==> config.mk <==
export PLATFORM = sky130hd
export DESIGN_NAME = rsx_ram
export DESIGN_NICKNAME = d
export VERILOG_FILES = /design/src/design/rsx_ram.sv
export SDC_FILE = /design/constraint.sdc
export NUM_CORES = 2
export LEC_CHECK = 0
export ABC_AREA = 1
export BUFFER_PORTS_ARGS = -buffer_cell sky130_fd_sc_hd__buf_2
export CORE_UTILIZATION = 30
export DETAILED_ROUTE_END_ITERATION = 7
export PLACE_DENSITY_LB_ADDON = 0.1
export RECOVER_POWER = 25
export SLEW_MARGIN = 25
export SYNTH_ARGS = -nofsm -noshare
export SYNTH_HDL_FRONTEND = slang
export SYNTH_SLANG_ARGS = --single-unit
==> constraint.sdc <==
create_clock -name clk -period 5.2 [get_ports clk]
set_input_delay 1.04 -clock clk [delete_from_list [all_inputs] [get_ports clk]]
set_output_delay 1.04 -clock clk [all_outputs]
set_load 0.005 [all_outputs]
==> src/design/rsx_ram.sv <==
module rsx_ram #(
	parameter int unsigned WIDTH = 64,
	parameter int unsigned DEPTH = 32,
	localparam int unsigned AW = (DEPTH > 1) ? $clog2(DEPTH) : 1
) (
	input  logic             clk,
	input  logic             we,
	input  logic [AW-1:0]    waddr,
	input  logic [WIDTH-1:0] wdata,
	input  logic             re,
	input  logic [AW-1:0]    raddr,
	output logic [WIDTH-1:0] rdata
);

	logic [WIDTH-1:0] mem [DEPTH];

	always_ff @(posedge clk) begin
		if (we) begin
			mem[waddr] <= wdata;
		end
		if (re) begin
			rdata <= mem[raddr];
		end
	end

endmodule

==> results by group <==
Clock network
  – H-Tree Depth: 4
  – CTS tree: yes
  – Setup bufs post-CTS: 0
  – Reg clk slew, reported paths: 60 ps
  – TritonCTS Buffers: 240
  – Clock sink count: 2,112
  – CTS max path bufs: 4
  – Post-CTS sizing: 0
  – Post-CTS Hold Buffers: 0
  – Worst-Skew Late Latency: 900 ps
  – CTS root buf: clkbuf_16

Finish
  – FILL cells: 27,250
  – Layout cell share with drive strength beyond 1: 8.588%
  – Synthesis-to-layout area growth: 15.53%
  – Final #Nets: 6,952
  – Commonest cells after routing, fill and taps aside: 2,376 x nand2_1, 2,112 x edfxtp_1, 1,800 x nand3_1
  – Most common cell after layout, fill and taps aside: nand2_1

Timing
  – Rel. slew slack: 4.590%
  – Fin crit share: 54.84%
  – Final Hold Viols: 0
  – Fmax: 350.7 MHz
  – Endpoints failing setup: 0
  – Tmin final: 2852 ps
  – Min Hold Slack: 701.8 ps
  – Final Skew: 55.58 ps
  – RSZ-0062 raised after global routing: false
  – Slew Viols, Final: 0
  – Worst-Margin Slew: 1431 ps
  – Setup TNS: 0 ps
  – Final WS setup: 2348 ps

Synthesis
  – Post-Syn Area per Cell: 12.36 µm²
  – Post-Synth Simple-Gate Area: 21.58%
  – Xor-xnor portion of the synthesized cell area: 0%
  – Cell Area, Synth: 83,630 µm²
  – Main combinational cell family by area after synthesis: simple AND/OR/NAND/NOR gates
  – FF+latch count, synth: 2,112
  – Syn Inst Count: 6,768
  – Post-synthesis sequential area ratio: 75.83%
  – Yosys warning count: 0
  – Syn_nets: 6,845
  – Post-synthesis compound-gate area fraction: 0%
  – Synthesized-area fraction occupied by adder cells: 0%
  – Post-synthesis mux area share: 0%
  – Synth cell types: 12

Die
  – Die Wd: 530.0 µm
  – Die Y: 530.0 µm
  – I/O Pins: 141
  – Core ar.: 276,700 µm²
  – # rows: 193
  – Die ar.: 280,900 µm²
  – Starting density of the core: 30.22%

Placement
  – Final Wtd Congestion: 0.7252
  – Port Buffers: 140
  – Pre-CTS setup slack: 1435 ps
  – Post-DP HPWL: 135.6 mm

Global routing
  – GRT Util Overall: 19.52%
  – First-pass GRT wire length: 395.5 mm
  – Largest net degree at the start of global routing: 187
  – Grt ovf: 0
  – Number of global-route vias before repair: 51,880
  – Initial antenna violation count: 25

Power
  – Pwr Total: 0.03721 W
  – Peak VDD IR: 270.2 µV
  – Cell leakage power: 33.58 nW
  – Power per cell area: 385.1 nW/µm²

Status
  – Status: finished, final reports clean

Drt
  – Final ANT Viol Nets: 0
  – Drt via density: 4.888
  – Initial DRC count: 4,173
  – Average wire per standard cell: 25.67 µm
  – Total wire length: 276.8 mm
  – DR pass1 iterations: 5
  – Via count: 52,700
  – Drt drc: 0

Setup path
  – Crit path arrival time: 3470 ps
  – Worst Reg-to-Reg Cells: 8
  – Worst reg2reg setup slack: 3710 ps
  – Worst Setup EP: rdata[31]$_DFFE_PP_
  – R2R Path End: rdata[17]$_DFFE_PP_
  – Startpoint types: input pin
  – Crit path from: raddr[0]
  – Crit end category: flip-flop
  – WP data required: 5810 ps
  – Reg-to-Reg Start: mem[0][17]$_DFFE_PP_
  – Critical path fanouts, max: 186
  – Class of the most critical setup path: input pin to flip-flop

Run
  – MaxCap Viol Count: 0

Hold path
  – Worst hold path type: input pin to flip-flop
==> Yosys cell counts, drive strengths merged <==
cell type,count,share of area (%)
nor2,32,0.14
nand3,1800,11
edfxtp,2112,76
nand2,2376,11
buf,356,2.2
inv,10,0.048
clkbuf,82,0.37
==> report_power, final <==
part           total (W)  leakage (nW)  switching [W]  internal (W)
registers         0.0191          19.1      0.0000784        0.0190
clock network     0.0160          3.54        0.00685       0.00912
logic            0.00215          11.0        0.00162      0.000528
total             0.0372          33.6        0.00855        0.0287
==> kinds of logic after synthesis <==
logic type | Yosys count
buffers and inverters | 448
flip-flops | 2112
AND/OR/NAND/NOR | 4208
==> critical path, cell delays in order <==
cell	delay (ps)
buf_8	420
inv_16	330
buf_12	510
nand2_1	130
nand3_1	70
nand3_1	180
nand3_1	110
nand3_1	160
nand2_1	100
==> worst min path at each step <==
stage | start | to | slack, ps | depth (start not counted)
2_1_floorplan | mem[20][10]$_DFFE_PP_ | rdata[10]$_DFFE_PP_ | 720 | 6
3_3_place_gp | mem[28][8]$_DFFE_PP_ | rdata[8]$_DFFE_PP_ | 770 | 6
3_5_place_dp | mem[10][5]$_DFFE_PP_ | rdata[5]$_DFFE_PP_ | 760 | 6
4_1_cts | wdata[40] | mem[29][40]$_DFFE_PP_ | 580 | 1
5_1_grt | wdata[25] | mem[9][25]$_DFFE_PP_ | 680 | 1
6_report | wdata[25] | mem[9][25]$_DFFE_PP_ | 700 | 1
==> per-layer routing <==
metal,vias to the layer above,GRT usage [%],wire (µm)
met1,26780,27.05,125900
li1,24340,-,-
met2,1216,32.18,131400
met4,8,4.241,6182
met3,365,2.951,13300
met5,-,0,46
==> through the flow <==
step,cells,area (µm²),utilization [%]
final,10780,96620,34.91
after floorplan,6768,83630,-
after detailed placement,10340,89420,32.31
after global routing,10770,96600,34.91
after CTS,10770,96640,34.92
after global placement,10340,89420,32.31
==> flip-flops by register name (all words and copies together), names as in the netlist <==
| register | flops |
|---|---|
| mem | 2048 |
| rdata | 64 |
==> final cells by class <==
| class | instances | area [µm²] | area share (%) |
|---|---|---|---|
| Sequential cell | 2112 | 63420 | 65.64 |
| Multi-Input combinational cell | 4208 | 18290 | 18.93 |
| Clock buffer | 314 | 6369 | 6.591 |
| Tap cell | 3705 | 4636 | 4.798 |
| Timing Repair Buffer | 303 | 2944 | 3.047 |
| Clock inverter | 121 | 859.6 | 0.8896 |
| Inverter | 10 | 81.33 | 0.08417 |
| Antenna cell | 9 | 22.52 | 0.02331 |
Power figures use the tool's default switching activity.
