<file path="config.mk">
export PLATFORM = sky130hd
export DESIGN_NAME = rsx_alu
export DESIGN_NICKNAME = d
export VERILOG_FILES = /design/src/design/rsx_pkg.sv /design/src/design/rsx_alu.sv
export SDC_FILE = /design/constraint.sdc
export NUM_CORES = 2
export LEC_CHECK = 0
export ABC_AREA = 0
export BUFFER_PORTS_ARGS = -buffer_cell sky130_fd_sc_hd__buf_2
export CAP_MARGIN = 40
export CORE_ASPECT_RATIO = 0.5
export CORE_MARGIN = 5
export CORE_UTILIZATION = 45
export DETAILED_ROUTE_END_ITERATION = 10
export PLACE_DENSITY = 0.71
export SYNTH_ARGS = -nofsm -noshare
export SYNTH_HDL_FRONTEND = slang
export SYNTH_SLANG_ARGS = --single-unit
</file>
<file path="constraint.sdc">
create_clock -name vclk -period 33.7
set_clock_uncertainty 0.15 [all_clocks]
set_input_delay 6.74 -clock vclk [all_inputs]
set_output_delay 6.74 -clock vclk [all_outputs]
set_load 0.05 [all_outputs]
</file>
<file path="src/design/rsx_pkg.sv">
package rsx_pkg;

	localparam int unsigned XLEN          = 64;
	localparam int unsigned REG_COUNT     = 32;
	localparam int unsigned REG_IDX_BITS  = 5;
	localparam int unsigned TARGET_BITS   = 16;
	localparam int unsigned MEM_DEPTH_DEF = 1024;
	localparam int unsigned PC_BITS_DEF   = 16;

	// Return address register used by call.
	localparam logic [REG_IDX_BITS-1:0] RA_REG = 5'd1;

	typedef enum logic [4:0] {
		OP_ADDI  = 5'd0,
		OP_SD    = 5'd1,
		OP_SW    = 5'd2,
		OP_LI    = 5'd3,
		OP_J     = 5'd4,
		OP_LW    = 5'd5,
		OP_SEXTW = 5'd6,
		OP_ADDIW = 5'd7,
		OP_BGE   = 5'd8,
		OP_BLE   = 5'd9,
		OP_MULW  = 5'd10,
		OP_ADDW  = 5'd11,
		OP_MV    = 5'd12,
		OP_LD    = 5'd13,
		OP_CALL  = 5'd14,
		OP_JR    = 5'd15
	} op_t;

	// Effects of one instruction, produced by the execute logic.
	typedef struct packed {
		logic                    wreg;
		logic [REG_IDX_BITS-1:0] widx;
		logic [XLEN-1:0]         wval;
		logic                    wmem;
		logic                    mem_acc;
		logic                    is_load;
		logic                    load_sext;
		logic [XLEN-1:0]         addr;
		logic [XLEN-1:0]         mdata;
		logic                    halt_set;
	} exec_t;

	function automatic logic [XLEN-1:0] sext32(input logic [31:0] v);
		return {{32{v[31]}}, v};
	endfunction

endpackage

</file>
<file path="src/design/rsx_alu.sv">
module rsx_alu #(
	parameter int unsigned PC_BITS = rsx_pkg::PC_BITS_DEF
) (
	input  logic [4:0]                       kind,
	input  logic [rsx_pkg::REG_IDX_BITS-1:0] rd,
	input  logic [rsx_pkg::XLEN-1:0]         a,
	input  logic [rsx_pkg::XLEN-1:0]         b,
	input  logic [rsx_pkg::XLEN-1:0]         imm,
	input  logic [rsx_pkg::TARGET_BITS-1:0]  target,
	input  logic [PC_BITS-1:0]               pc,
	input  logic                             halted,
	output rsx_pkg::exec_t                   res,
	output logic [PC_BITS-1:0]               next_pc
);

	logic [31:0]             target32;
	logic [PC_BITS-1:0]      pc_target;
	logic [PC_BITS-1:0]      pc_inc;
	logic [31:0]             prod;
	logic [31:0]             sum_w;
	logic [31:0]             sum_iw;
	logic [rsx_pkg::XLEN-1:0] sum_ai;
	logic                    a_ge_b;
	logic                    a_le_b;
	rsx_pkg::exec_t          r;

	assign target32  = {{(32-rsx_pkg::TARGET_BITS){1'b0}}, target};
	assign pc_target = target32[PC_BITS-1:0];
	assign pc_inc    = pc + PC_BITS'(1);
	assign prod      = a[31:0] * b[31:0];
	assign sum_w     = a[31:0] + b[31:0];
	assign sum_iw    = a[31:0] + imm[31:0];
	assign sum_ai    = a + imm;
	assign a_ge_b    = $signed(a) >= $signed(b);
	assign a_le_b    = $signed(a) <= $signed(b);

	always_comb begin
		r         = '0;
		r.widx    = rd;
		r.addr    = sum_ai;
		next_pc   = pc_inc;
		if (halted) begin
			next_pc = pc;
		end else begin
			unique case (rsx_pkg::op_t'(kind))
				rsx_pkg::OP_ADDI: begin
					r.wreg = 1'b1;
					r.wval = sum_ai;
				end
				rsx_pkg::OP_SD, rsx_pkg::OP_SW: begin
					r.wmem    = 1'b1;
					r.mem_acc = 1'b1;
					r.mdata   = b;
				end
				rsx_pkg::OP_LI: begin
					r.wreg = 1'b1;
					r.wval = imm;
				end
				rsx_pkg::OP_J: next_pc = pc_target;
				rsx_pkg::OP_LW: begin
					r.wreg      = 1'b1;
					r.mem_acc   = 1'b1;
					r.is_load   = 1'b1;
					r.load_sext = 1'b1;
				end
				rsx_pkg::OP_SEXTW: begin
					r.wreg = 1'b1;
					r.wval = rsx_pkg::sext32(a[31:0]);
				end
				rsx_pkg::OP_ADDIW: begin
					r.wreg = 1'b1;
					r.wval = rsx_pkg::sext32(sum_iw);
				end
				rsx_pkg::OP_BGE: if (a_ge_b) next_pc = pc_target;
				rsx_pkg::OP_BLE: if (a_le_b) next_pc = pc_target;
				rsx_pkg::OP_MULW: begin
					r.wreg = 1'b1;
					r.wval = rsx_pkg::sext32(prod);
				end
				rsx_pkg::OP_ADDW: begin
					r.wreg = 1'b1;
					r.wval = rsx_pkg::sext32(sum_w);
				end
				rsx_pkg::OP_MV: begin
					r.wreg = 1'b1;
					r.wval = a;
				end
				rsx_pkg::OP_LD: begin
					r.wreg    = 1'b1;
					r.mem_acc = 1'b1;
					r.is_load = 1'b1;
				end
				rsx_pkg::OP_CALL: begin
					r.wreg  = 1'b1;
					r.widx  = rsx_pkg::RA_REG;
					r.wval  = {{(rsx_pkg::XLEN-PC_BITS){1'b0}}, pc};
					next_pc = pc_target;
				end
				rsx_pkg::OP_JR: next_pc = a[PC_BITS-1:0] + PC_BITS'(1);
				default: begin
					r.halt_set = 1'b1;
					next_pc    = pc;
				end
			endcase
		end
		// A write to x0 is dropped and reported as no write.
		if (r.widx == '0) begin
			r.wreg = 1'b0;
		end
		if (!r.wreg) begin
			r.widx = '0;
			r.wval = '0;
		end
		res = r;
	end

endmodule
</file>
==> results.md <==
* CP delay by family, top: adder cells
* Full die area at 62100 µm²
* Total track usage at 32.0%
* Final Util at 50.7%
* Crit-path max cell delay at 0.80 ns
* Detailed Route WL at 103000 µm
* PnR worst setup slack at 11.13 ns
* Min Tclk post-route at 22.57 ns
* Fin nets at 4515
* FF+latch area at 0 µm²
* Kind of critical path: in -> out
* Post-synthesis net count at 4206
* CP Max Fanout at 33
* Vias post-DR at 25700
* Congestion Overflow GR at 0
* Worst slew pin tran at 0.960 ns
* Vias in the first global route at 25800
* HP Class: in -> out
* Hold-fix buffers, CTS at 0
* Setup TNS at 0 ns
* Post-synthesis simple-gate area fraction at 20.5%
* Hold Violations, Final at 0
* Mux contribution to synthesized area at 0.234%
* Largest net degree at the start of global routing at 67
* Seq/Total Area, Yosys at 0%
* Final Cycle Share at 67.0%
* Port Buffers at 454
* Warnings from Yosys at 0
* Slew headroom at 35.9%
* Synth Area in XOR/XNOR at 6.36%
* Site Rows at 61
* Largest family of logic cells by synthesized area: adder cells
* Status: complete, no violations
* Synth Instances at 3278
* Initial antenna violation count at 7
* Gpl congestion at 0.981
* Crit start category: input pin
* Final Max Slew Viols at 0
* Die X at 347 µm
* DR DRC count at 0
* Share of cells above drive strength 1 at 14.8%
* Cts repair resizes at 0
* Pre-CTS WS at 11.46 ns
* Max Fclk at 44.3 MHz
* Area grow syn2layout at 10.7%
* Synth Area in Compound Gates at 16.2%
* Vias per std cell at 5.91
* Chip height at 179 µm
* Critical path required time at 26.81 ns
* Distinct cells, synth at 85
* Initial DRC Count at 2738
* Post-synthesis cell area at 25600 µm²
* Drt wl/cell at 23.6 µm
* Dpl hpwl at 81700 µm
* Antenna-violating nets left at 0
* Worst EP arrival at 15.68 ns
* DR pass1 iterations at 9
* Syn avg cell area at 7.81 µm²
* Sequential cells at 0
* Clk_buf instances at 0
* Global-route wire length before repair at 154000 µm
* Post-synthesis adder-cell area fraction at 45.9%
* RSZ-0062 raised after global routing: false
* Slowest-stage cell, CP: a21oi_4
* Io pins at 454
* Max-Cap Viols at 0
* Initial Util at 45.8%
* Worst path most repeated cell: fa_1
* Setup violators final at 0
* Critical path buffer and inverter count at 6
* CP endpoint kind: primary output
* Postcts setup bufs at 0
* Core footprint at 55900 µm²
[synthesized netlist by cell type, drive strengths merged, types with 19 or more instances]
master / n / area share (%)
o21a: 19 / 0.56
nand2: 378 / 5.5
clkbuf: 157 / 2.5
o21ai: 110 / 2.1
xnor2: 132 / 4.5
a21oi: 173 / 3.4
a211oi: 20 / 0.59
ha: 283 / 14
xor2: 54 / 1.8
nand4: 24 / 0.59
nor2b: 23 / 0.56
nor3: 30 / 0.59
inv: 539 / 7.9
a222oi: 51 / 2.0
and2: 272 / 6.6
and3: 24 / 0.60
a21o: 44 / 1.3
nand3: 38 / 0.74
nor2: 201 / 2.9
a22oi: 21 / 0.62
nand2b: 22 / 0.54
a31oi: 30 / 0.73
fa: 410 / 32
[cell families (layout without fill, tap and decap cells)]
logic type / after synthesis / in the layout
AOI/OAI and AO/OA: 611 / 611
and+or+nand+nor: 1070 / 1070
muxes: 6 / 6
buffers and inverters: 712 / 1019
other: 0 / 4
xor gates and xnor gates: 186 / 186
adders and majority gates: 693 / 693
[per-layer routing]
layer | part of all wire [%] | up-vias | track usage (%)
met5 | 0.054 | - | 0
met4 | 4.5 | 8 | 12.0
met3 | 12 | 294 | 8.37
met2 | 45 | 1494 | 52.5
met1 | 38 | 12600 | 41.0
li1 | - | 11300 | -
[through the flow]
step                instances  instance area [µm²]  hold WS (ns)
floorplan                3278                25600         13.50
global placement         4337                28300         13.68
detailed placement       4341                28300         13.69
CTS                      4341                28300         13.69
global route             4344                28300         13.71
finish                   4345                28300         13.69
[final timing paths]
kind,startpoint,cells after the start,end
setup / recovery,a[11],25,res[166]
hold / removal,halted,3,res[0]
[area by class of cell]
type                       count  area [µm²]
multi-input combinational   2566       22900
timing repair buffer         480        2470
inverter                     539        2020
fill                        5577       27600
tap                          756         946
antenna                        4        10.0
[placed cells by master (no fill, tap or decap), types with 21 or more instances in the layout]
cell type,netlist,routed
nor2_1,201,201
inv_1,538,538
xor2_1,54,54
buf_2,5,456
a21o_1,43,43
xnor2_1,132,132
nand3_1,38,38
fa_1,410,410
and3_1,22,22
nor3_1,30,27
o21ai_0,108,108
nand4_1,24,24
ha_1,283,283
a22oi_1,21,21
buf_4,2,22
a222oi_1,51,51
and2_1,271,271
a31oi_1,30,30
nor2b_1,23,23
nand2_1,378,378
a21oi_1,170,170
nand2b_1,22,22
Power is left out: the tool's default activity adds up to more than one toggle a clock period on the data nets, which glitch-free logic cannot reach.
