===== config.mk =====
export PLATFORM = sky130hd
export DESIGN_NAME = rsx_regfile
export DESIGN_NICKNAME = d
export VERILOG_FILES = /design/src/design/rsx_pkg.sv /design/src/design/rsx_ram.sv /design/src/design/rsx_regfile.sv
export SDC_FILE = /design/constraint.sdc
export NUM_CORES = 2
export LEC_CHECK = 0
export BUFFER_PORTS_ARGS = -buffer_cell sky130_fd_sc_hd__buf_2
export CAP_MARGIN = 5
export CORE_ASPECT_RATIO = 0.6
export CORE_MARGIN = 2
export CORE_UTILIZATION = 55
export DETAILED_ROUTE_END_ITERATION = 8
export GPL_TIMING_DRIVEN = 0
export PLACE_DENSITY = 0.68
export SLEW_MARGIN = 20
export SYNTH_ARGS = -nofsm -noshare
export SYNTH_HDL_FRONTEND = slang
export SYNTH_SLANG_ARGS = --single-unit

===== constraint.sdc =====
create_clock -name clk -period 2.5 [get_ports clk]
set_input_delay 0 -clock clk [delete_from_list [all_inputs] [get_ports clk]]
set_output_delay 0 -clock clk [all_outputs]
set_load 0.02 [all_outputs]

===== src/design/rsx_pkg.sv =====
package rsx_pkg;

	localparam int unsigned XLEN          = 64;
	localparam int unsigned REG_COUNT     = 32;
	localparam int unsigned REG_IDX_BITS  = 5;
	localparam int unsigned TARGET_BITS   = 16;
	localparam int unsigned MEM_DEPTH_DEF = 1024;
	localparam int unsigned PC_BITS_DEF   = 16;

	// Return address register used by call.
	localparam logic [REG_IDX_BITS-1:0] RA_REG = 5'd1;

	typedef enum logic [4:0] {
		OP_ADDI  = 5'd0,
		OP_SD    = 5'd1,
		OP_SW    = 5'd2,
		OP_LI    = 5'd3,
		OP_J     = 5'd4,
		OP_LW    = 5'd5,
		OP_SEXTW = 5'd6,
		OP_ADDIW = 5'd7,
		OP_BGE   = 5'd8,
		OP_BLE   = 5'd9,
		OP_MULW  = 5'd10,
		OP_ADDW  = 5'd11,
		OP_MV    = 5'd12,
		OP_LD    = 5'd13,
		OP_CALL  = 5'd14,
		OP_JR    = 5'd15
	} op_t;

	// Effects of one instruction, produced by the execute logic.
	typedef struct packed {
		logic                    wreg;
		logic [REG_IDX_BITS-1:0] widx;
		logic [XLEN-1:0]         wval;
		logic                    wmem;
		logic                    mem_acc;
		logic                    is_load;
		logic                    load_sext;
		logic [XLEN-1:0]         addr;
		logic [XLEN-1:0]         mdata;
		logic                    halt_set;
	} exec_t;

	function automatic logic [XLEN-1:0] sext32(input logic [31:0] v);
		return {{32{v[31]}}, v};
	endfunction

endpackage


===== src/design/rsx_ram.sv =====
module rsx_ram #(
	parameter int unsigned WIDTH = 64,
	parameter int unsigned DEPTH = 32,
	localparam int unsigned AW = (DEPTH > 1) ? $clog2(DEPTH) : 1
) (
	input  logic             clk,
	input  logic             we,
	input  logic [AW-1:0]    waddr,
	input  logic [WIDTH-1:0] wdata,
	input  logic             re,
	input  logic [AW-1:0]    raddr,
	output logic [WIDTH-1:0] rdata
);

	logic [WIDTH-1:0] mem [DEPTH];

	always_ff @(posedge clk) begin
		if (we) begin
			mem[waddr] <= wdata;
		end
		if (re) begin
			rdata <= mem[raddr];
		end
	end

endmodule


===== src/design/rsx_regfile.sv =====
module rsx_regfile (
	input  logic                             clk,
	input  logic                             arst_n,
	input  logic                             rd_en,
	input  logic [rsx_pkg::REG_IDX_BITS-1:0] ra,
	input  logic [rsx_pkg::REG_IDX_BITS-1:0] rb,
	input  logic                             we,
	input  logic [rsx_pkg::REG_IDX_BITS-1:0] widx,
	input  logic [rsx_pkg::XLEN-1:0]         wdata,
	output logic [rsx_pkg::XLEN-1:0]         rdata_a,
	output logic [rsx_pkg::XLEN-1:0]         rdata_b
);

	logic [rsx_pkg::REG_COUNT-1:0]    valid_q;
	logic [rsx_pkg::REG_IDX_BITS-1:0] ra_q;
	logic [rsx_pkg::REG_IDX_BITS-1:0] rb_q;
	logic [rsx_pkg::XLEN-1:0]         ram_a;
	logic [rsx_pkg::XLEN-1:0]         ram_b;

	// Two copies written together give two read ports.
	rsx_ram #(.WIDTH(rsx_pkg::XLEN), .DEPTH(rsx_pkg::REG_COUNT)) u_bank_a (
		.clk(clk), .we(we), .waddr(widx), .wdata(wdata),
		.re(rd_en), .raddr(ra), .rdata(ram_a)
	);

	rsx_ram #(.WIDTH(rsx_pkg::XLEN), .DEPTH(rsx_pkg::REG_COUNT)) u_bank_b (
		.clk(clk), .we(we), .waddr(widx), .wdata(wdata),
		.re(rd_en), .raddr(rb), .rdata(ram_b)
	);

	always_ff @(posedge clk or negedge arst_n) begin
		if (!arst_n) begin
			valid_q <= '0;
			ra_q    <= '0;
			rb_q    <= '0;
		end else begin
			if (we) begin
				valid_q[widx] <= 1'b1;
			end
			if (rd_en) begin
				ra_q <= ra;
				rb_q <= rb;
			end
		end
	end

	// An entry never written reads as zero; x0 is never written.
	assign rdata_a = valid_q[ra_q] ? ram_a : '0;
	assign rdata_b = valid_q[rb_q] ? ram_b : '0;

endmodule


==> impl_results.md <==
* Synth Area per Inst at about 23 um^2
* Area leader, netlist: edfxtp_1
* Clock Path Buffers at 4
* First-pass detailed-route iteration total at 7
* Detailed Route WL at 395 mm
* Ys async rst share at 1.89%
* Final net count at between 5000 and 6000
* Core Rows at ~120
* Antenna Nets Post-Route at 0
* PD cells at between 700 and 800 nW/um^2
* Slack of the critical path at -774 ps
* Port bufs at 201
* Syn nets at 4503
* Sequential area share after synthesis at 66.1%
* Worst setup EP type: primary output
* Worst setup SP type: flop
* Vias in the first global route at 57781
* Tightest Hold Check Type: in2reg
* Yosys reg bits at approximately 2200
* Synth top area share at 65.0%
* Worst-path fanout max at 6
* Synth warnings at 0
* Mapped cell area at approximately 100000 um^2
* Critical path data required time at 2500 ps
* RR Startpoint: u_bank_b.mem[23][13]
* Worst-Skew Late Latency at 890 ps
* Final Hold Fails at 0
* Synth top area cells: edfxtp_1 (65%), mux4_2 (27%), mux2_2 (2.1%)
* Core area at 182000 um^2
* P&R area growth vs syn at 19.4%
* Fin Hold WS at 140 ps
* Post-synth EDFFs at 2176
* Slew HR at 12.7%
* RSZ-0062 raised after global routing: yes
* Unique masters post-synth at 38
* Vias per cell at 7.98
* Total power at between 80 and 90 mW
* First-pass GRT wire length at about 520 mm
* Detailed placement HPWL at 266 mm
* CTS sink count at 2218
* Slowest Stage Delay on Critical Path at slightly below 500 ps
* Die area at 186000 um^2
* Kind of critical path: reg2out
* Grt ovf at 0
* Crit-path cells: nand2_1 -> o22ai_1 -> nor4_2 -> a21oi_4 -> clkbuf_16 -> clkbuf_16 -> a21boi_4 -> buf_6
* Max IR drop VDD at 647 uV
* Final design utilization at 66.1%
* H-tree level count at 4
* Failing checks: negative setup slack
* Min Tclk post-route at 3270 ps
* Slew Limit Fails at 0
* Largest net degree at the start of global routing at 69
* DRC at 0
* Tot GR Track Use at 42.5%
* Die H at 335 um
* Critical Path Start: rb_q[2]
* Routed WL per cell at 51.2 um
* Initial antenna violation count at 12
* Clock slew at reported path FFs at 60 ps
* Slowest CP cell: nor4_2
* Vias at a little over 60000
* Die width at 556 um
* Pleak at roughly 39 nW
* Share of layout cells above drive strength 1 at around half
* CTS tree: yes
* Crit path buf inv count at 3
* CTS root buf: clkbuf_16
* Count of final setup violators at 169
* Cell repeated most along the worst path: clkbuf_16
* Final period util at 131%
* TritonCTS Buffers at between 200 and 250
* CP top delay family: simple AND/OR/NAND/NOR gates
* Initial core utilization at 55.4%
* Io pins at 211
* DR iter-0 viols at 14894
* Status: finished, violations left
* Hold_sp: rb[4]
* Clock skew at about 31 ps
* Critical Path AT at 3270 ps
* Synth Instances at 4420
* Routability cong. at slightly above 0.9
* F_max at 0.305 GHz
* Least-Margin Pin Slew at 1310 ps
* Synth Flop Type: edfxtp_1
* Max-capacitance violation count at 0
[worst reg2reg max path, stage by stage (launching register included)]
cell and delay, ps:
edfxtp_1 440, mux4_2 520, mux4_2 510, mux2_2 330
[sequential cells by signal, summed over array words and instances (netlist names)]
register,count
ra_q,5
u_bank_b.rdata,64
u_bank_a.rdata,64
rb_q,5
u_bank_b.mem,1984
valid_q,32
u_bank_a.mem,64
[kinds of logic (layout without fill, tap and decap cells)]
| kind of cell | count (synthesis) | after routing | share of synthesized area [%] |
|---|---|---|---|
| flops | 2218 | 2218 | 66.1 |
| mux | 1471 | 1471 | 29.9 |
| buf+inv | 343 | 1235 | 1.54 |
| compound gates | 254 | 254 | 1.83 |
| simple gates | 134 | 134 | 0.688 |
| other cells | 0 | 11 | 0 |
[timing repair]
item,in CTS,in global routing
pin swaps,44,62
cloned,17,3
endpoints found under the setup margin,206,164
endpoints found under the hold margin,2260,0
hold buffers,74,0
gates resized for setup,494,235
setup buffers,18,12
[report_power, final]
part           switching (mW)  total [mW]  internal, mW  leakage (nW)
Clock                    14.4        31.8          17.4          3.16
Sequential              0.412        42.1          41.6          20.2
Combinational            6.78        11.8          5.04          15.5
Total                    21.6        85.7          64.0          38.8
[path summary, 6_finish.rpt]
kind	endpoint	slack [ps]	cells past startpoint
min in group asynchronous	valid_q[8]	190	4
setup reg to reg	u_bank_b.rdata[13]	420	3
max in group asynchronous	ra_q[2]	2070	4
hold reg to reg	valid_q[20]	490	1
setup / recovery	rdata_b[28]	-770	8
hold / removal	rb_q[4]	140	3
[cell usage in the layout (no fill, tap or decap), drive strengths merged, types with 22 or more instances in the layout]
master	Yosys	routed
nand2	22	22
o22ai	31	31
nor2	40	40
mux4	1205	1205
dfrtp	42	42
clkinv	0	82
dlygate4sd3	0	73
buf	193	627
mux2	185	185
a21boi	135	135
or2	33	33
mux2i	81	81
edfxtp	2176	2176
clkbuf	149	420
[synthesized netlist by cell type, types with 2 or more instances]
master	count
edfxtp_1	2176
mux4_2	1205
mux2_2	185
clkbuf_1	149
a21boi_0	135
buf_2	105
mux2i_1	81
buf_1	58
dfrtp_1	42
nor2_1	40
or2_2	33
o22ai_1	31
buf_4	26
nand2_1	22
a21oi_1	18
o21ai_0	16
a221o_1	15
a221oi_1	14
a211oi_1	11
nor2b_1	11
nand2b_1	9
a22oi_1	6
nand3b_1	5
buf_6	4
a2111oi_0	2
a211o_1	2
a31oi_1	2
and2_1	2
nand3_1	2
nor3_1	2
nor3b_1	2
nor4_1	2
or3b_2	2
[per-layer routing]
metal / track usage, % / routed length (um) / vias up
li1: - / - / 21209
met1: 58.8 / 136000 / 32233
met2: 57.9 / 164000 / 7127
met3: 20.2 / 74600 / 1064
met4: 17.8 / 20100 / 16
met5: 0.362 / 156 / -
[final cells by class]
class	count	area, um^2
clock buffers	258	5490
inverters	1	3.75
flip-flops and latches	2218	66400
clock inverters	109	982
repair buffers	526	7850
fillers	11528	61500
plain buffers	341	2300
well taps	2398	3000
multi-input cells	1859	33900
diodes	11	27.5
[metrics by stage]
| stage | instance area, um^2 | setup TNS (ps) | instances | worst slack (ps) |
|---|---|---|---|---|
| final | 120000 | -77390 | 7721 | -774 |
| after CTS | 119000 | -74200 | 7697 | -650 |
| after detailed placement | 110000 | -249170 | 7223 | -1490 |
| after global placement | 105000 | - | 7019 | -7970 |
| after floorplan | 101000 | -1349560 | 4420 | -1050 |
| after global routing | 120000 | -81590 | 7712 | -784 |
Power figures use the tool's default switching activity.
